### config.mk
export PLATFORM = sky130hd
export DESIGN_NAME = inverse_53_lifting_row_core
export DESIGN_NICKNAME = d
export VERILOG_FILES = /design/src/hw/rtl/i53row_pkg.sv /design/src/hw/rtl/inverse_53_lifting_row_core.sv
export SDC_FILE = /design/constraint.sdc
export NUM_CORES = 1
export LEC_CHECK = 0
export BUFFER_PORTS_ARGS = -buffer_cell sky130_fd_sc_hd__clkbuf_2
export CORE_MARGIN = 10
export CORE_UTILIZATION = 58
export DETAILED_ROUTE_END_ITERATION = 10
export MAX_ROUTING_LAYER = met4
export PLACE_DENSITY = 0.85
export SETUP_SLACK_MARGIN = 0.02
export SKIP_CTS_REPAIR_TIMING = 1
export SLEW_MARGIN = 15
export SYNTH_ARGS = -nofsm -noshare
export SYNTH_HDL_FRONTEND = slang
export SYNTH_SLANG_ARGS = --single-unit
export TNS_END_PERCENT = 20
### constraint.sdc
create_clock -name clk -period 9.8 [get_ports clk]
set_input_delay 1.47 -clock clk [delete_from_list [all_inputs] [get_ports clk]]
set_output_delay 1.47 -clock clk [all_outputs]
set_load 0.005 [all_outputs]
### src/hw/rtl/i53row_pkg.sv
// Shared types, constants and helpers for the inverse 5/3 row core.
// No dependencies.
package i53row_pkg;

	localparam int SAMPLE_W   = 32;
	localparam int HIGH_W     = 16;
	localparam int SHIFT_W    = 4;
	localparam int CFG_IDX_W  = 1;
	localparam int CFG_DATA_W = 4;
	localparam int MAX_RES    = 3;
	localparam int CNT_W      = 2;

	// Configuration register indexes
	typedef enum logic [CFG_IDX_W-1:0] {
		REG_HF_SHIFT   = 1'b0,
		REG_LF_SHIFTED = 1'b1
	} cfg_reg_t;

	// One buffered result
	typedef struct packed {
		logic [SAMPLE_W-1:0] pix;
		logic                run_end;
		logic                line_end;
	} result_t;

	// Sign extend a 16-bit coefficient to the datapath width
	function automatic logic [SAMPLE_W-1:0] sext16(input logic [HIGH_W-1:0] v);
		return {{(SAMPLE_W-HIGH_W){v[HIGH_W-1]}}, v};
	endfunction

	// Arithmetic shift right by one
	function automatic logic [SAMPLE_W-1:0] asr1(input logic [SAMPLE_W-1:0] x);
		return {x[SAMPLE_W-1], x[SAMPLE_W-1:1]};
	endfunction

	// Arithmetic shift right by two
	function automatic logic [SAMPLE_W-1:0] asr2(input logic [SAMPLE_W-1:0] x);
		return {{2{x[SAMPLE_W-1]}}, x[SAMPLE_W-1:2]};
	endfunction

endpackage

### src/hw/rtl/inverse_53_lifting_row_core.sv
// Inverse 5/3 lifting, horizontal, streamed one low-pass position per request.
// Order: an accepted request is held in the input register, and its results move into
//   the result buffer once the buffer is free.
// Each request causes 1 to 3 results (2 mid-line), drained by the single output port
//   from the 3-entry result buffer; the next request loads as its last result leaves.
// Reset (arst_n low, asynchronous) clears config, held samples, line state, valids.
module inverse_53_lifting_row_core
	import i53row_pkg::*;
(
	input  logic                         clk,
	input  logic                         arst_n,
	// configuration write channel
	input  logic                         cfg_valid,
	output logic                         cfg_ready,
	input  logic [CFG_IDX_W-1:0]         cfg_index,
	input  logic [CFG_DATA_W-1:0]        cfg_data,
	// input channel
	input  logic                         in_valid,
	output logic                         in_stall,
	input  logic signed [SAMPLE_W-1:0]   low_sample,
	input  logic signed [HIGH_W-1:0]     high_sample,
	input  logic                         high_present,
	input  logic                         line_last,
	// output channel
	output logic                         out_valid,
	input  logic                         out_stall,
	output logic signed [SAMPLE_W-1:0]   pixel_value,
	output logic                         run_end,
	output logic                         line_end
);

	logic [SHIFT_W-1:0]  hf_shift_q;
	logic                lf_shifted_q;

	logic                valid_s1;
	logic [SAMPLE_W-1:0] low_s1;
	logic [HIGH_W-1:0]   high_s1;
	logic                present_s1;
	logic                last_s1;

	logic [SAMPLE_W-1:0] held_even_q;
	logic [SAMPLE_W-1:0] held_high_q;
	logic                inside_q;

	result_t             res_q [MAX_RES];
	logic [CNT_W-1:0]    cnt_q;

	logic                in_take;
	logic                out_take;
	logic                load;

	logic [SAMPLE_W-1:0] hs;
	logic [SAMPLE_W-1:0] ls;
	logic                first;
	logic [SAMPLE_W-1:0] corr_sum;
	logic [SAMPLE_W-1:0] corr;
	logic [SAMPLE_W-1:0] even_val;
	logic [SAMPLE_W-1:0] odd_val;
	logic [SAMPLE_W-1:0] tail_val;
	logic [SAMPLE_W-1:0] hcur;
	logic                tail;
	logic [CNT_W-1:0]    n_res;
	result_t             ent [MAX_RES];

	// Handshakes
	assign cfg_ready = 1'b1;
	assign out_valid = (cnt_q != '0);
	assign out_take  = out_valid && !out_stall;
	assign load      = valid_s1 && ((cnt_q == '0) || ((cnt_q == CNT_W'(1)) && out_take));
	assign in_stall  = valid_s1 && !load;
	assign in_take   = in_valid && !in_stall;

	// Configuration registers
	always_ff @(posedge clk or negedge arst_n) begin
		if (!arst_n) begin
			hf_shift_q   <= '0;
			lf_shifted_q <= 1'b0;
		end else if (cfg_valid && cfg_ready) begin
			unique case (cfg_reg_t'(cfg_index))
				REG_HF_SHIFT:   hf_shift_q   <= cfg_data[SHIFT_W-1:0];
				REG_LF_SHIFTED: lf_shifted_q <= cfg_data[0];
				default: ;
			endcase
		end
	end

	// Input register: valid bit
	always_ff @(posedge clk or negedge arst_n) begin
		if (!arst_n) begin
			valid_s1 <= 1'b0;
		end else if (in_take) begin
			valid_s1 <= 1'b1;
		end else if (load) begin
			valid_s1 <= 1'b0;
		end
	end

	// Input register: payload
	always_ff @(posedge clk) begin
		if (in_take) begin
			low_s1     <= low_sample;
			high_s1    <= high_sample;
			present_s1 <= high_present;
			last_s1    <= line_last;
		end
	end

	// Lifting arithmetic for the registered request
	always_comb begin
		hs    = sext16(high_s1) << hf_shift_q;
		ls    = lf_shifted_q ? (sext16(low_s1[HIGH_W-1:0]) << hf_shift_q) : low_s1;
		first = !inside_q;
		tail  = last_s1 && present_s1;

		// update step: mirrored neighbor at line start, missing neighbor at odd end
		if (present_s1) begin
			corr_sum = first ? (hs + SAMPLE_W'(1)) : (held_high_q + hs + SAMPLE_W'(2));
		end else begin
			corr_sum = first ? '0 : (held_high_q + SAMPLE_W'(1));
		end
		corr     = (present_s1 && !first) ? asr2(corr_sum) : asr1(corr_sum);
		even_val = ls - corr;

		// predict step
		odd_val  = held_high_q + asr1(held_even_q + even_val);
		tail_val = hs + even_val;
		hcur     = present_s1 ? hs : (first ? '0 : held_high_q);

		// order the results
		for (int i = 0; i < MAX_RES; i++) begin
			ent[i] = '0;
		end
		if (first) begin
			ent[0].pix = even_val;
			ent[1].pix = tail_val;
			n_res      = tail ? CNT_W'(2) : CNT_W'(1);
		end else begin
			ent[0].pix = odd_val;
			ent[1].pix = even_val;
			ent[2].pix = tail_val;
			n_res      = tail ? CNT_W'(3) : CNT_W'(2);
		end
		for (int i = 0; i < MAX_RES; i++) begin
			ent[i].run_end  = (CNT_W'(i) == (n_res - CNT_W'(1)));
			ent[i].line_end = ent[i].run_end && last_s1;
		end
	end

	// Held line state, updated as a request moves into the result buffer
	always_ff @(posedge clk or negedge arst_n) begin
		if (!arst_n) begin
			held_even_q <= '0;
			held_high_q <= '0;
			inside_q    <= 1'b0;
		end else if (load) begin
			held_even_q <= even_val;
			held_high_q <= hcur;
			inside_q    <= !last_s1;
		end
	end

	// Result buffer count
	always_ff @(posedge clk or negedge arst_n) begin
		if (!arst_n) begin
			cnt_q <= '0;
		end else if (load) begin
			cnt_q <= n_res;
		end else if (out_take) begin
			cnt_q <= cnt_q - CNT_W'(1);
		end
	end

	// Result buffer payload, head in entry 0
	always_ff @(posedge clk) begin
		if (load) begin
			for (int i = 0; i < MAX_RES; i++) begin
				res_q[i] <= ent[i];
			end
		end else if (out_take) begin
			for (int i = 0; i < MAX_RES - 1; i++) begin
				res_q[i] <= res_q[i+1];
			end
		end
	end

	assign pixel_value = res_q[0].pix;
	assign run_end     = res_q[0].run_end;
	assign line_end    = res_q[0].line_end;

endmodule

==> results of run 1 <==
[registers in the layout, indices dropped and copies added (netlist names)]
signal        flops
cnt_q             2
held_even_q      32
held_high_q      31
hf_shift_q        4
high_s1          16
inside_q          1
last_s1           1
lf_shifted_q      1
low_s1           32
present_s1        1
res_q           102
valid_s1          1
[placed cells by master (no fill, tap or decap), types with 20 or more instances in the layout]
| master | count |
|---|---|
| mux2_2 | 20 |
| xor2_1 | 78 |
| clkbuf_16 | 28 |
| nand2_1 | 311 |
| nand3_1 | 51 |
| nor2_1 | 168 |
| inv_1 | 75 |
| a31oi_1 | 21 |
| mux2i_1 | 59 |
| a21oi_1 | 202 |
| buf_4 | 146 |
| edfxtp_1 | 152 |
| dfrtp_1 | 68 |
| o21a_1 | 24 |
| ha_1 | 185 |
| clkbuf_2 | 94 |
| and2_1 | 44 |
| nand4_1 | 26 |
| nor3_1 | 24 |
| a211oi_1 | 20 |
| and3_1 | 21 |
| a21o_1 | 84 |
| nand2b_1 | 23 |
| o21ai_0 | 165 |
| xnor2_1 | 87 |
| nor2b_1 | 27 |
[metrics by stage]
stage          utilization  setup slack, ns  setup TNS (ns)  cells  area [um^2]
2_1_floorplan            -           0.2573               0   2369        20570
3_3_place_gp        0.6301           0.1268               0   2913        21930
3_5_place_dp        0.6301          -0.1201         -0.1201   2913        21930
4_1_cts             0.6554          -0.1418         -0.1550   2960        22810
5_1_grt             0.6749          -0.1086         -0.1694   2987        23490
6_report            0.6749           0.2706               0   2987        23490
[cells by family after synthesis]
| family | synth area share |
|---|---|
| AND/OR/NAND/NOR | 0.1698 |
| buffers and inverters | 0.04696 |
| other | 0.0001823 |
| XOR/XNOR | 0.07476 |
| AO/OA/AOI/OAI | 0.2129 |
| adder cells (fa/ha/maj) | 0.1270 |
| multiplexers | 0.05888 |
| flip-flops | 0.3095 |
[per-layer routing]
layer | part of all wire | track usage | vias up
met2 | 0.45 | 0.4273 | 984
met5 | 0 | - | -
met1 | 0.43 | 0.3773 | 8864
li1 | - | - | 8893
met3 | 0.090 | 0.03549 | 176
met4 | 0.038 | 0.09290 | 0
[final cells by class]
class | count | share of cell area
multi-input combinational | 1932 | 0.5824
inverter | 81 | 0.01295
tap | 455 | 0.02424
sequential | 224 | 0.2713
timing repair buffer | 248 | 0.07165
clock inverter | 16 | 0.007671
clock buffer | 31 | 0.02983
[worst max-delay path by stage]
stage | from | endpoint | slack (ns) | cells after the start
after floorplan | hf_shift_q[0] | res_q[0][32] | 0.26 | 52
after global placement | hf_shift_q[0] | res_q[0][32] | 0.13 | 46
after detailed placement | hf_shift_q[0] | res_q[0][32] | -0.12 | 47
after CTS | hf_shift_q[0] | res_q[0][32] | -0.14 | 47
after global routing | hf_shift_q[0] | res_q[0][32] | -0.11 | 50
final | hf_shift_q[0] | res_q[0][32] | 0.27 | 39
[worst min-delay path, cell delays in order (launching register included)]
cell     delay (ns)
dfrtp_1        0.35
nand2_1        0.05
nand2_1        0.06
==> metrics, run 1 <==
Reg clk slew, reported paths 0.07 ns; slowest CP cell a31oi_1; Setup CP Type reg -> reg; fin. max-slew vios 0; Rows 68; CP startpoint kind flip-flop; synth unique cells 91; Placer Congestion 1.047; yosys warns 0; number of synthesized flops with an enable pin 152; post-DP HPWL 48630 um; hold endpoint held_even_q[21]; WHS 0.4871 ns; hold path start held_even_q[21]; DRT Pass-1 Iters 6; R2R depth 39; top-count cell post-synth nand2_1; Slew headroom 0.2449; IO Pins 97; status finished, final reports clean; global route overflow 0; vias in the first global route 17660; width of the chip 208.3 um; maximum fanout along the worst path 27; first-pass GRT wire length 96750 um; skew final 0.01315 ns; Top Family by Delay on Critical Path compound AO/OA/AOI/OAI gates; GRT Util Overall 0.2797; CP max stage delay 0.46 ns; Initial Util 0.5911; area occupied by multi-input gates 0.01368 mm^2; Area Growth Syn to Fin 14.18%; Worst-Margin Slew 1.130 ns; antenna violations before repair 1; top cells by instance count after synthesis nand2_1, a21oi_1, ha_1; Storage cell area 0.006371 mm^2; worst r2r src hf_shift_q[0]; Synth Instances 2369; Yosys top cell by area edfxtp_1; full die area 0.04340 mm^2; drt wl/cell 21.14 um; Worst Setup End Kind flip-flop; H-tree depth 1; type of the tightest min-delay check reg -> reg; CTS Root Cell clkbuf_16; core area 0.03480 mm^2; reg-to-reg setup timing slack 0.27 ns; CP bufs+invs 7; final hold viol count 0; Worst path most repeated cell ha_1; number of port buffers 95; Fmax 0.1049 GHz; largest net degree at the start of global routing 81; Longest Clk Path Bufs 3; via count 18920; TritonCTS clock tree built; register area share after synthesis 0.3095; clock sinks 224; Routed Wire Length 63160 um; max-cap violations 0; drt initial violations 1774; Final Setup Violations 0; via/cell ratio 6.333; worst skew pair latency 0.55 ns; hold depth 2; mapped cell area 0.02057 mm^2; RSZ-0062 raised after global routing yes; antenna-violating nets left 0; diode count 0; CTS Buf Count 26; fin crit period 9.529 ns; syn_nets 2634; Critical Path RT 10.10 ns; Tcrit/Tclk final 0.9724; prevailing post-synth register cell edfxtp_1; share of the synthesized area in the top cell type 0.2219; synthesized area per cell 8.683 um^2; die height 208.3 um; filler cell count 2759; Nets 2778; Post-synth ARST share 0.3214; #FFs+latches synth 224; Critical Path AT 9.83 ns; largest cells by area after synthesis edfxtp_1, ha_1, dfrtp_1, nand2_1, a21oi_1; DRC 0; layout cells sized above 1 0.1679; reg2reg end res_q[0][32]
Power of run 1 is left out: the tool's default activity adds up to more than one toggle a clock period on the data nets, which glitch-free logic cannot reach.
==> inputs of run 2 (changes only) <==
--- a/config.mk
+++ b/config.mk
@@ -6,6 +6,7 @@
 export NUM_CORES = 1
 export LEC_CHECK = 0
 export BUFFER_PORTS_ARGS = -buffer_cell sky130_fd_sc_hd__clkbuf_2
+export CORE_ASPECT_RATIO = 2
 export CORE_MARGIN = 10
 export CORE_UTILIZATION = 58
 export DETAILED_ROUTE_END_ITERATION = 10
==> metrics, run 2 (synthesis gave the netlist of run 1 again) <==
Placer Congestion 1.059 (+1.2%); die height 286.3 um (+37%); full die area 0.04386 mm^2 (+1.1%); R2R depth 45 (+15%); Reg clk slew, reported paths 0.07 ns (about the same); Longest Clk Path Bufs 3 (unchanged); clock sinks 224 (unchanged); Rows 97 (+43%); CTS Buf Count 22 (-15%); core area 0.03507 mm^2 (+0.79%); Setup CP Type reg -> reg; IO Pins 97 (unchanged); Setup TNS 0 ns (unchanged); Top Registers res_q x102, held_even_q x32, low_s1 x32; Fmax 0.1049 GHz (about the same); vias in the first global route 19350 (+9.6%); TritonCTS clock tree built; antenna violations before repair 0 (-1); Final Worst Setup Slack 0.2627 ns (-0.007940 ns); pre-CTS setup slack -0.1860 ns (-0.06589 ns); layout cells sized above 1 0.1892 (+0.02134); via/cell ratio 6.247 (-1.4%); Initial Util 0.5865 (-0.004660); worst skew pair latency 0.53 ns (-0.02 ns); Area Growth Syn to Fin 15.96%; type of the tightest min-delay check reg -> reg; slowest CP cell or4_4; post-DP HPWL 50640 um (+4.1%); hold path start held_even_q[6]; number of port buffers 95 (unchanged); maximum fanout along the worst path 6 (-78%); Worst Setup End Kind flip-flop; Nets 2839 (+2.2%); Routed Wire Length 64450 um (+2.0%); DRT Pass-1 Iters 8 (+2); met3 usage 0.03131 (-0.004184); drt wl/cell 21.23 um (+0.43%); largest net degree at the start of global routing 81 (unchanged); final hold viol count 0 (unchanged); Slew headroom 0.1690 (-0.07598); drt initial violations 1273 (-28%); fin. max-slew vios 0 (unchanged); width of the chip 153.2 um (-26%); DRC 0 (unchanged); CTS Root Cell clkbuf_16; status finished, final reports clean; largest register by flop count res_q; most common cell after layout, fill and taps aside nand2_1; global route overflow 0 (unchanged); met1 usage 0.2862 (-0.09101); most frequent cells in the layout nand2_1, buf_4, a21oi_1; max-cap violations 0 (unchanged); Worst-Margin Slew 1.244 ns (+0.1137 ns); fin crit period 9.537 ns (+0.007940 ns); Critical Path AT 9.82 ns (about the same); M2 GR Usage 0.5127 (+0.08536); diode count 0 (unchanged); hold depth 2 (unchanged); max reg flops 102 (unchanged); Worst path most repeated cell a21o_1; via count 18960 (+0.23%); Tcrit/Tclk final 0.9732 (about the same); H-tree depth 1 (unchanged); antenna-violating nets left 0 (unchanged); CP startpoint kind flip-flop; worst r2r src hf_shift_q[0]; CP max stage delay 0.53 ns (+0.07 ns); GR peak layer met2; Critical Path RT 10.08 ns (-0.02 ns); Final Util 0.6801 (+0.005132); first-pass GRT wire length 99720 um (+3.1%); Critical Path Start hf_shift_q[0]; skew final 0.01900 ns (+0.005845 ns); Final Setup Violations 0 (unchanged); GRT Util Overall 0.2866 (+0.006814)
==> run 2: critical path: cells and delay by family (launching register included) <==
family | cells | cell delay [ns]
AOI/OAI and AO/OA | 20 | 3.93
xor gates and xnor gates | 3 | 0.53
adders and majority gates | 5 | 1.57
buffers and inverters | 6 | 0.74
DFF | 1 | 0.50
muxes | 2 | 0.69
and+or+nand+nor | 9 | 1.33
==> run 2: final timing paths <==
check,end,slack [ns]
setup / recovery,res_q[0][32],0.26
hold / removal,held_even_q[6],0.48
setup reg to reg,res_q[0][32],0.26
hold reg to reg,held_even_q[6],0.48
max in group asynchronous,inside_q,7.89
min in group asynchronous,hf_shift_q[3],0.80
==> run 2: metal layers <==
layer / wire, um / part of all wire
met1: 22550 / 0.35
met2: 33110 / 0.51
met3: 3765 / 0.058
met4: 5024 / 0.078
met5: 0 / 0
==> run 2: layout make-up <==
cell class                 count  area (um^2)
fill                        2823        11220
clock buffer                  32        675.6
sequential                   224         6371
multi-input combinational   1932        13710
timing repair buffer         313         2158
tap                          445        556.8
clock inverter                 8        78.83
inverter                      81        304.0
==> run 2: through the flow <==
stage / cell area, um^2 / hold WS (ns) / std cells
floorplan: 20570 / 0.4516 / 2369
global placement: 22410 / 0.4641 / 2969
detailed placement: 22410 / 0.4695 / 2969
CTS: 23170 / 0.4861 / 3009
global route: 23850 / 0.5121 / 3035
finish: 23850 / 0.4828 / 3035
Power of run 2 is left out for the same reason.
